<file path="config.mk">
export PLATFORM = sky130hd
export DESIGN_NAME = tls_ctrl
export DESIGN_NICKNAME = d
export VERILOG_FILES = /design/src/design/tls_pkg.sv /design/src/design/tls_ctrl.sv
export SDC_FILE = /design/constraint.sdc
export NUM_CORES = 1
export LEC_CHECK = 0
export ABC_AREA = 1
export BUFFER_PORTS_ARGS = -buffer_cell sky130_fd_sc_hd__buf_4
export CORE_UTILIZATION = 49
export DETAILED_ROUTE_END_ITERATION = 6
export PLACE_DENSITY = 0.76
export SYNTH_ARGS = -nofsm -noshare
export SYNTH_HDL_FRONTEND = slang
export SYNTH_SLANG_ARGS = --single-unit
</file>
<file path="constraint.sdc">
create_clock -name clk -period 1.5 [get_ports clk]
set_input_delay 0.3 -clock clk [delete_from_list [all_inputs] [get_ports clk]]
set_output_delay 0.3 -clock clk [all_outputs]
set_load 0.03 [all_outputs]
</file>
<file path="src/design/tls_pkg.sv">
package tls_pkg;

	localparam int CFG_IDX_W  = 1;
	localparam int CFG_DATA_W = 2;

	localparam logic [CFG_IDX_W-1:0] CFG_SORT_MODE  = 1'd0;
	localparam logic [CFG_IDX_W-1:0] CFG_CHECK_ONLY = 1'd1;

	localparam logic [1:0] ACT_LOAD    = 2'd0;
	localparam logic [1:0] ACT_PROCESS = 2'd1;
	localparam logic [1:0] ACT_FETCH   = 2'd2;
	localparam logic [1:0] ACT_UNUSED  = 2'd3;

	localparam logic [1:0] MODE_KEEP    = 2'd0;
	localparam logic [1:0] MODE_BYTES   = 2'd1;
	localparam logic [1:0] MODE_NUMERIC = 2'd2;
	localparam logic [1:0] MODE_FOLD    = 2'd3;

	localparam logic [1:0] STAT_OK      = 2'd0;
	localparam logic [1:0] STAT_DROPPED = 2'd1;
	localparam logic [1:0] STAT_EMPTY   = 2'd2;

	localparam logic [7:0] CH_TAB   = 8'd9;
	localparam logic [7:0] CH_NL    = 8'd10;
	localparam logic [7:0] CH_CR    = 8'd13;
	localparam logic [7:0] CH_PLUS  = 8'd43;
	localparam logic [7:0] CH_MINUS = 8'd45;
	localparam logic [7:0] CH_ZERO  = 8'd48;
	localparam logic [7:0] CH_NINE  = 8'd57;
	localparam logic [7:0] CH_AT    = 8'd64;
	localparam logic [7:0] CH_LBRK  = 8'd91;
	localparam logic [7:0] CASE_GAP = 8'd32;

	localparam logic [31:0] KEY_MAX = 32'h7FFF_FFFF;
	localparam logic [31:0] MAG_CAP = 32'h8000_0000;

	typedef struct packed {
		logic [1:0] action;
		logic [7:0] in_byte;
	} in_t;

	typedef struct packed {
		logic [7:0] out_byte;
		logic       last_of_line;
		logic       last_of_file;
		logic       unsorted;
		logic [1:0] status;
	} out_t;

	typedef enum logic [4:0] {
		S_IDLE, S_PCLOSE, S_INIT, S_PICK, S_CHK, S_CHK_NEXT,
		S_FOLD_LINE, S_FOLD_ADR, S_FOLD_TST,
		S_KEY_LINE, S_KEY_ADR, S_KEY_EV,
		S_SORT_I, S_SORT_V, S_SORT_J, S_SORT_P, S_SORT_CMPD, S_SORT_PLACE,
		S_CMP_ADR, S_CMP_EV, S_PDONE,
		S_F_ORD, S_F_LEN, S_F_RD, S_F_OUT
	} state_t;

	typedef enum logic [4:0] {
		OP_NONE, OP_PCLOSE, OP_INIT, OP_PICK, OP_CHK, OP_CHK_NEXT,
		OP_FOLD_LINE, OP_FOLD_TST,
		OP_KEY_LINE, OP_KEY_EV,
		OP_SORT_I, OP_SORT_V, OP_SORT_J, OP_SORT_P, OP_SORT_CMPD, OP_SORT_PLACE,
		OP_CMP_EV, OP_PDONE,
		OP_F_ORD, OP_F_LEN, OP_F_OUT
	} op_t;

	typedef struct packed {
		op_t  op;
		logic load;
	} cmd_t;

	typedef struct packed {
		logic       i_lt_lc;
		logic       rl_lt_lc;
		logic       j_zero;
		logic       k_lt_len;
		logic       key_fin;
		logic       cmp_fin;
		logic       gt;
		logic [1:0] mode;
		logic       chk;
		logic       out_busy;
	} dp_status_t;

endpackage

</file>
<file path="src/design/tls_ctrl.sv">
module tls_ctrl import tls_pkg::*; (
	input  logic       clk,
	input  logic       arst_n,
	input  logic       in_valid,
	input  logic [1:0] in_action,
	input  dp_status_t st,
	output cmd_t       cmd,
	output logic       in_stall
);

	state_t state_q, state_d;
	logic   ret_sort_q;
	logic   accept;

	always_ff @(posedge clk or negedge arst_n) begin
		if (!arst_n) begin
			state_q    <= S_IDLE;
			ret_sort_q <= 1'b0;
		end else begin
			state_q <= state_d;
			if (state_q == S_SORT_P)
				ret_sort_q <= 1'b1;
			else if (state_q == S_CHK)
				ret_sort_q <= 1'b0;
		end
	end

	assign accept = in_valid && !in_stall;

	always_comb begin
		state_d = state_q;
		case (state_q)
			S_IDLE: begin
				if (accept && in_action == ACT_PROCESS)
					state_d = S_PCLOSE;
				else if (accept && in_action == ACT_FETCH)
					state_d = S_F_ORD;
			end
			S_PCLOSE:     state_d = S_INIT;
			S_INIT:       state_d = st.i_lt_lc ? S_INIT : S_PICK;
			S_PICK: begin
				if (st.chk)
					state_d = S_CHK;
				else begin
					case (st.mode)
						MODE_KEEP:    state_d = S_PDONE;
						MODE_FOLD:    state_d = S_FOLD_LINE;
						MODE_NUMERIC: state_d = S_KEY_LINE;
						default:      state_d = S_SORT_I;
					endcase
				end
			end
			S_CHK:        state_d = st.i_lt_lc ? S_CMP_ADR : S_PDONE;
			S_CHK_NEXT:   state_d = S_CHK;
			S_FOLD_LINE:  state_d = st.i_lt_lc ? S_FOLD_ADR : S_SORT_I;
			S_FOLD_ADR:   state_d = S_FOLD_TST;
			S_FOLD_TST:   state_d = st.k_lt_len ? S_FOLD_ADR : S_FOLD_LINE;
			S_KEY_LINE:   state_d = st.i_lt_lc ? S_KEY_ADR : S_SORT_I;
			S_KEY_ADR:    state_d = S_KEY_EV;
			S_KEY_EV:     state_d = st.key_fin ? S_KEY_LINE : S_KEY_ADR;
			S_SORT_I:     state_d = st.i_lt_lc ? S_SORT_V : S_PDONE;
			S_SORT_V:     state_d = S_SORT_J;
			S_SORT_J:     state_d = st.j_zero ? S_SORT_PLACE : S_SORT_P;
			S_SORT_P:     state_d = S_CMP_ADR;
			S_SORT_CMPD:  state_d = st.gt ? S_SORT_J : S_SORT_PLACE;
			S_SORT_PLACE: state_d = S_SORT_I;
			S_CMP_ADR:    state_d = S_CMP_EV;
			S_CMP_EV: begin
				if (st.cmp_fin)
					state_d = ret_sort_q ? S_SORT_CMPD : S_CHK_NEXT;
				else
					state_d = S_CMP_ADR;
			end
			S_PDONE:      state_d = S_IDLE;
			S_F_ORD:      state_d = st.rl_lt_lc ? S_F_LEN : S_IDLE;
			S_F_LEN:      state_d = S_F_RD;
			S_F_RD:       state_d = S_F_OUT;
			S_F_OUT:      state_d = S_IDLE;
			default:      state_d = S_IDLE;
		endcase
	end

	always_comb begin
		// loads never produce a result, so they pass a waiting result
		in_stall = !(state_q == S_IDLE && (!st.out_busy || in_action == ACT_LOAD ||
			in_action == ACT_UNUSED));
		cmd.load = (state_q == S_IDLE) && in_valid && !in_stall && in_action == ACT_LOAD;
		case (state_q)
			S_PCLOSE:     cmd.op = OP_PCLOSE;
			S_INIT:       cmd.op = OP_INIT;
			S_PICK:       cmd.op = OP_PICK;
			S_CHK:        cmd.op = OP_CHK;
			S_CHK_NEXT:   cmd.op = OP_CHK_NEXT;
			S_FOLD_LINE:  cmd.op = OP_FOLD_LINE;
			S_FOLD_TST:   cmd.op = OP_FOLD_TST;
			S_KEY_LINE:   cmd.op = OP_KEY_LINE;
			S_KEY_EV:     cmd.op = OP_KEY_EV;
			S_SORT_I:     cmd.op = OP_SORT_I;
			S_SORT_V:     cmd.op = OP_SORT_V;
			S_SORT_J:     cmd.op = OP_SORT_J;
			S_SORT_P:     cmd.op = OP_SORT_P;
			S_SORT_CMPD:  cmd.op = OP_SORT_CMPD;
			S_SORT_PLACE: cmd.op = OP_SORT_PLACE;
			S_CMP_EV:     cmd.op = OP_CMP_EV;
			S_PDONE:      cmd.op = OP_PDONE;
			S_F_ORD:      cmd.op = OP_F_ORD;
			S_F_LEN:      cmd.op = OP_F_LEN;
			S_F_OUT:      cmd.op = OP_F_OUT;
			default:      cmd.op = OP_NONE;
		endcase
	end

endmodule

</file>
==> reports/results.ini, run 1 <==
[floorplan]
initial_core_util = 0.538
chipWidth_um = 49.1
rows = 16
io_pins = 23
dieHeight_um = 49.1

[placement]
place_hpwl_um = 3000
numPortBuffers = 22
gp_congestion = 1.01

[clock_network]
htree_levels = 1
cts_buffer_depth = 2
cts.sinks = 6
cts_buffers = 3
cts-root-buf = clkbuf_4

[timing]
worstEndpointType = primary output
grt-worst-endpoint = cmd[2]

[yosys]
synth_cells = 197
yosys.area.top_type = nand2_1
yosysMostFrequentCell = nand2_1
synth_edf_count = 0
syn_avg_cell_area_um2 = 5.52
synth_seq_cells = 6
synth_top_area_share = 0.204
synth_cell_types = 25
synthFlopType = dfrtp_1
yosysSeqAreaShare = 0.138
syn_area_um2 = 1090
synth_fp_nets = 221
ys_async_sr_fraction = 1.00
netlist_top_cells_area = nand2_1, dfrtp_1, nand3_1, inv_1, ha_1
synth_warnings = 0
synthTopCellsByCount = nand2_1, inv_1, nand3_1, nor2_1

[status]
lastStage = 5_1_grt
tool.error = [ERROR GRT-0232] Routing congestion too high. Check the congestion heatmap in the GUI.
status = did not finish

[grt]
grt_usage = 0.637
grt_max_degree = 14
overflow = 3

-- repair_timing --
| item | CTS |
|---|---|
| hold endpoints to repair | 6 |
| pin swaps | 26 |
| endpoints found under the setup margin | 12 |
| buffers inserted | 9 |
| resized for setup | 36 |
| hold buffers | 1 |
-- kinds of logic after synthesis --
family	count (synthesis)	share of synthesized area
buffers and inverters	37	0.132
adder cells (fa/ha/maj)	8	0.0921
flip-flops	6	0.138
AO/OA/AOI/OAI	16	0.0990
AND/OR/NAND/NOR	130	0.539
-- stage by stage --
step / cell area, um2 / TNS, ns / std cells / utilization / worst slack, ns
3_3_place_gp: 1580 / -1.05 / 276 / 0.782 / -0.157
4_1_cts: 1810 / -2.51 / 286 / 0.893 / -0.316
3_5_place_dp: 1580 / -1.38 / 276 / 0.782 / -0.187
2_1_floorplan: 1150 / -0.435 / 197 / - / -0.322
-- routing by layer --
layer / GRT overflow / GRT usage
met3: 0 / 0.393
met4: 1 / 0.642
met5: 0 / 0.0952
met2: 1 / 0.847
met1: 1 / 0.651
==> run 2, diff against run 1 <==
--- a/config.mk
+++ b/config.mk
@@ -7,9 +7,10 @@
 export LEC_CHECK = 0
 export ABC_AREA = 1
 export BUFFER_PORTS_ARGS = -buffer_cell sky130_fd_sc_hd__buf_4
-export CORE_UTILIZATION = 49
+export CORE_AREA = 2 2 63 65
 export DETAILED_ROUTE_END_ITERATION = 6
-export PLACE_DENSITY = 0.76
+export DIE_AREA = 0 0 65 67
+export PLACE_DENSITY_LB_ADDON = 0.15
 export SYNTH_ARGS = -nofsm -noshare
 export SYNTH_HDL_FRONTEND = slang
 export SYNTH_SLANG_ARGS = --single-unit
==> constraint.sdc (replaced) <==
create_clock -name clk -period 2 [get_ports clk]
set_input_delay 0.4 -clock clk [delete_from_list [all_inputs] [get_ports clk]]
set_output_delay 0.4 -clock clk [all_outputs]
set_load 0.03 [all_outputs]
==> run 2 against run 1 <==
The flow now finishes without violations. Synthesized cell count did not move. Area after synthesis did not move.
==> reports/results.ini, run 2 <==
[final_layout]
stdcell_count = 276
largestRegisters = state_q: 5 flops, ret_sort_q: 1 flops
final_common_cell = nand2_1
antennaDiodeCount = 0
largest_register_ffs = 5
final_util = 0.410
layout-drive-gt1-share = 0.246
areaGrowthSynthToFinish_pct = 36.0
final_cell_mix = nand2_1, inv_1, nand3_1
nNetsFinal = 254
top_register = state_q

[detailed_routing]
routed_via_density = 4.76
ant_nets = 0
wl_per_cell_um = 12.4
drt_iter0_drc = 69
drc = 0
wl_met1_um = 1540
wirelength_um = 3420
via_count = 1314
route.met2.wl_um = 1600
route.met3.wl_um = 249
dr.pass1.iters = 5
top_layer = met4

[floorplan]
dieArea_um2 = 4360
dieHeight_um = 67  ; +36%
io_pins = 23  ; unchanged
chipWidth_um = 65  ; +32%
rows = 22  ; +6
initial_core_util = 0.302  ; -0.236
core_um2 = 3610

[yosys]
synthAdderAreaFrac = 0.0921  ; unchanged
synth_fp_nets = 221  ; unchanged
synth_cells = 197  ; unchanged
syn_avg_cell_area_um2 = 5.52  ; unchanged
yosysMostFrequentCell = nand2_1
yosys.area.top_type = nand2_1
synth-simple-area-share = 0.539  ; unchanged
netlist_top_cells_area = nand2_1, dfrtp_1, nand3_1, inv_1, ha_1
synth_seq_cells = 6  ; unchanged
synth_xor_area_frac = 0  ; unchanged
synth_top_family_by_area = simple AND/OR/NAND/NOR gates
synth_edf_count = 0  ; unchanged
synth-compound-area-share = 0.0990  ; unchanged
synth_warnings = 0  ; unchanged
syn_area_um2 = 1090  ; unchanged
ys_async_sr_fraction = 1.00  ; unchanged
yosysSeqAreaShare = 0.138  ; unchanged
synthTopCellsByCount = nand2_1, inv_1, nand3_1, nor2_1
synth_mux_area_frac = 0  ; unchanged
synth_cell_types = 25  ; unchanged
synth_top_area_share = 0.204  ; unchanged
synthFlopType = dfrtp_1

[timing]
slew_headroom = 0.776
worst_pin_slew_ns = 0.335
hold_viol_final = 0
setup_viol_count_final = 0
clock_skew_ns = 0.000832
grt_setup_unrepaired = yes
clock.fmax_mhz = 520
tns_ns = 0
setup_ws_ns = 0.0764
slew_violations = 0
min_period_over_period = 0.962
layout_min_cycle_time_ns = 1.92

[clock_network]
cts_buffer_depth = 2  ; unchanged
cts-root-buf = clkbuf_8
cts_buffers = 3  ; unchanged
tritoncts = built
cts.sinks = 6  ; unchanged
htree_levels = 1  ; unchanged
insertion_delay_ns = 0.22
path_clk_slew_ns = 0.03

[grt]
overflow = 0
antenna_found_initial = 0
grt_pass1_vias = 1193
grt_max_degree = 14
grt_usage = 0.167
grt_pass1_wl_um = 5530

[setup_path]
reg2reg_depth = 11
path_buf_inv = 3
reg2reg_slack_ns = 0.27
slowest_delay_ns = 0.36
slowest_stage = dfrtp_1
critPathTopFamily = buffers and inverters
crit_path_end_kind = output pin
r2r-start = state_q[1]$_DFFE_PN0P_
required_ns = 1.60
path_max_fanout = 6
crit_chain = buf_6, ha_2, inv_1, nor2_2, a21oi_1, o2111ai_1, buf_4
start_kind = register
r2r-end = state_q[4]$_DFFE_PN0P_
cp.depth = 7
crit_type = register to output pin
cp.arrival_ns = 1.52

[placement]
gp_congestion = 0.978  ; -3.1%
numPortBuffers = 22  ; unchanged
placed_cells = 270  ; -2.2%
place_hpwl_um = 2800  ; -6.8%
dp_worst_setup_slack_ns = 0.139  ; +0.326 ns

[status]
status = finished, final reports clean

[pwr]
p_per_area_nw_per_um2 = 1420
power_mw = 2.10
peakVddDrop_uv = 478
p_leak_nw = 0.846

[hold_path]
min_path_type = primary input to async pin

[job]
cap_violations = 0

[run 2: cell counts after synthesis]
No cell type changed its count.
[run 2: report_power, final]
part / internal (mW) / switching [mW] / total, mW / leakage, nW
Combinational: 0.603 / 1.08 / 1.68 / 0.750
Sequential: 0.182 / 0.0633 / 0.246 / 0.0746
Clock: 0.129 / 0.0480 / 0.177 / 0.0216
Total: 0.914 / 1.19 / 2.10 / 0.846
[run 2: area by class of cell]
class,instances,area [um2]
Timing Repair Buffer,31,239
Fill cell,426,2130
Sequential cell,6,153
Multi-Input combinational cell,154,853
Clock buffer,3,41.3
Tap cell,48,60.1
Inverter,34,133
[run 2: how the worst max path moves through the flow]
stage,start,endpoint,slack (ns)
3_5_place_dp,state_q[1]$_DFFE_PN0P_,cmd[0],0.14
5_1_grt,state_q[0]$_DFFE_PN0P_,cmd[1],-0.003
6_report,state_q[0]$_DFFE_PN0P_,cmd[1],0.08
2_1_floorplan,state_q[1]$_DFFE_PN0P_,cmd[0],0.02
3_3_place_gp,state_q[1]$_DFFE_PN0P_,cmd[0],0.14
4_1_cts,state_q[1]$_DFFE_PN0P_,cmd[0],0.003
[run 2: cell families after synthesis]
| family | after synthesis |
|---|---|
| flip-flops | 6 |
| AO/OA/AOI/OAI | 16 |
| AND/OR/NAND/NOR | 130 |
| buffers and inverters | 37 |
| adder cells (fa/ha/maj) | 8 |
[run 2: stage by stage]
stage | instance area, um2 | hold WS (ns)
after global placement | 1380 | 0.210
after floorplan | 1120 | 0.104
after global routing | 1480 | 0.534
after CTS | 1460 | 0.523
final | 1480 | 0.528
after detailed placement | 1380 | 0.212
[run 2: timing repair]
action / 4_1_cts / 5_1_grt
endpoints found under the hold margin: 6 / 0
pin swaps: 2 / 3
endpoints found under the setup margin: 2 / 4
hold buffers: 1 / 0
resized for setup: 6 / 7
setup buffers: 2 / 0
[run 2: per-layer routing]
metal / global-route usage / vias up
met5: 0 / -
met1: 0.222 / 569
met3: 0.0270 / 5
li1: - / 694
met2: 0.285 / 46
met4: 0.0319 / 0
Power figures use the tool's default switching activity.
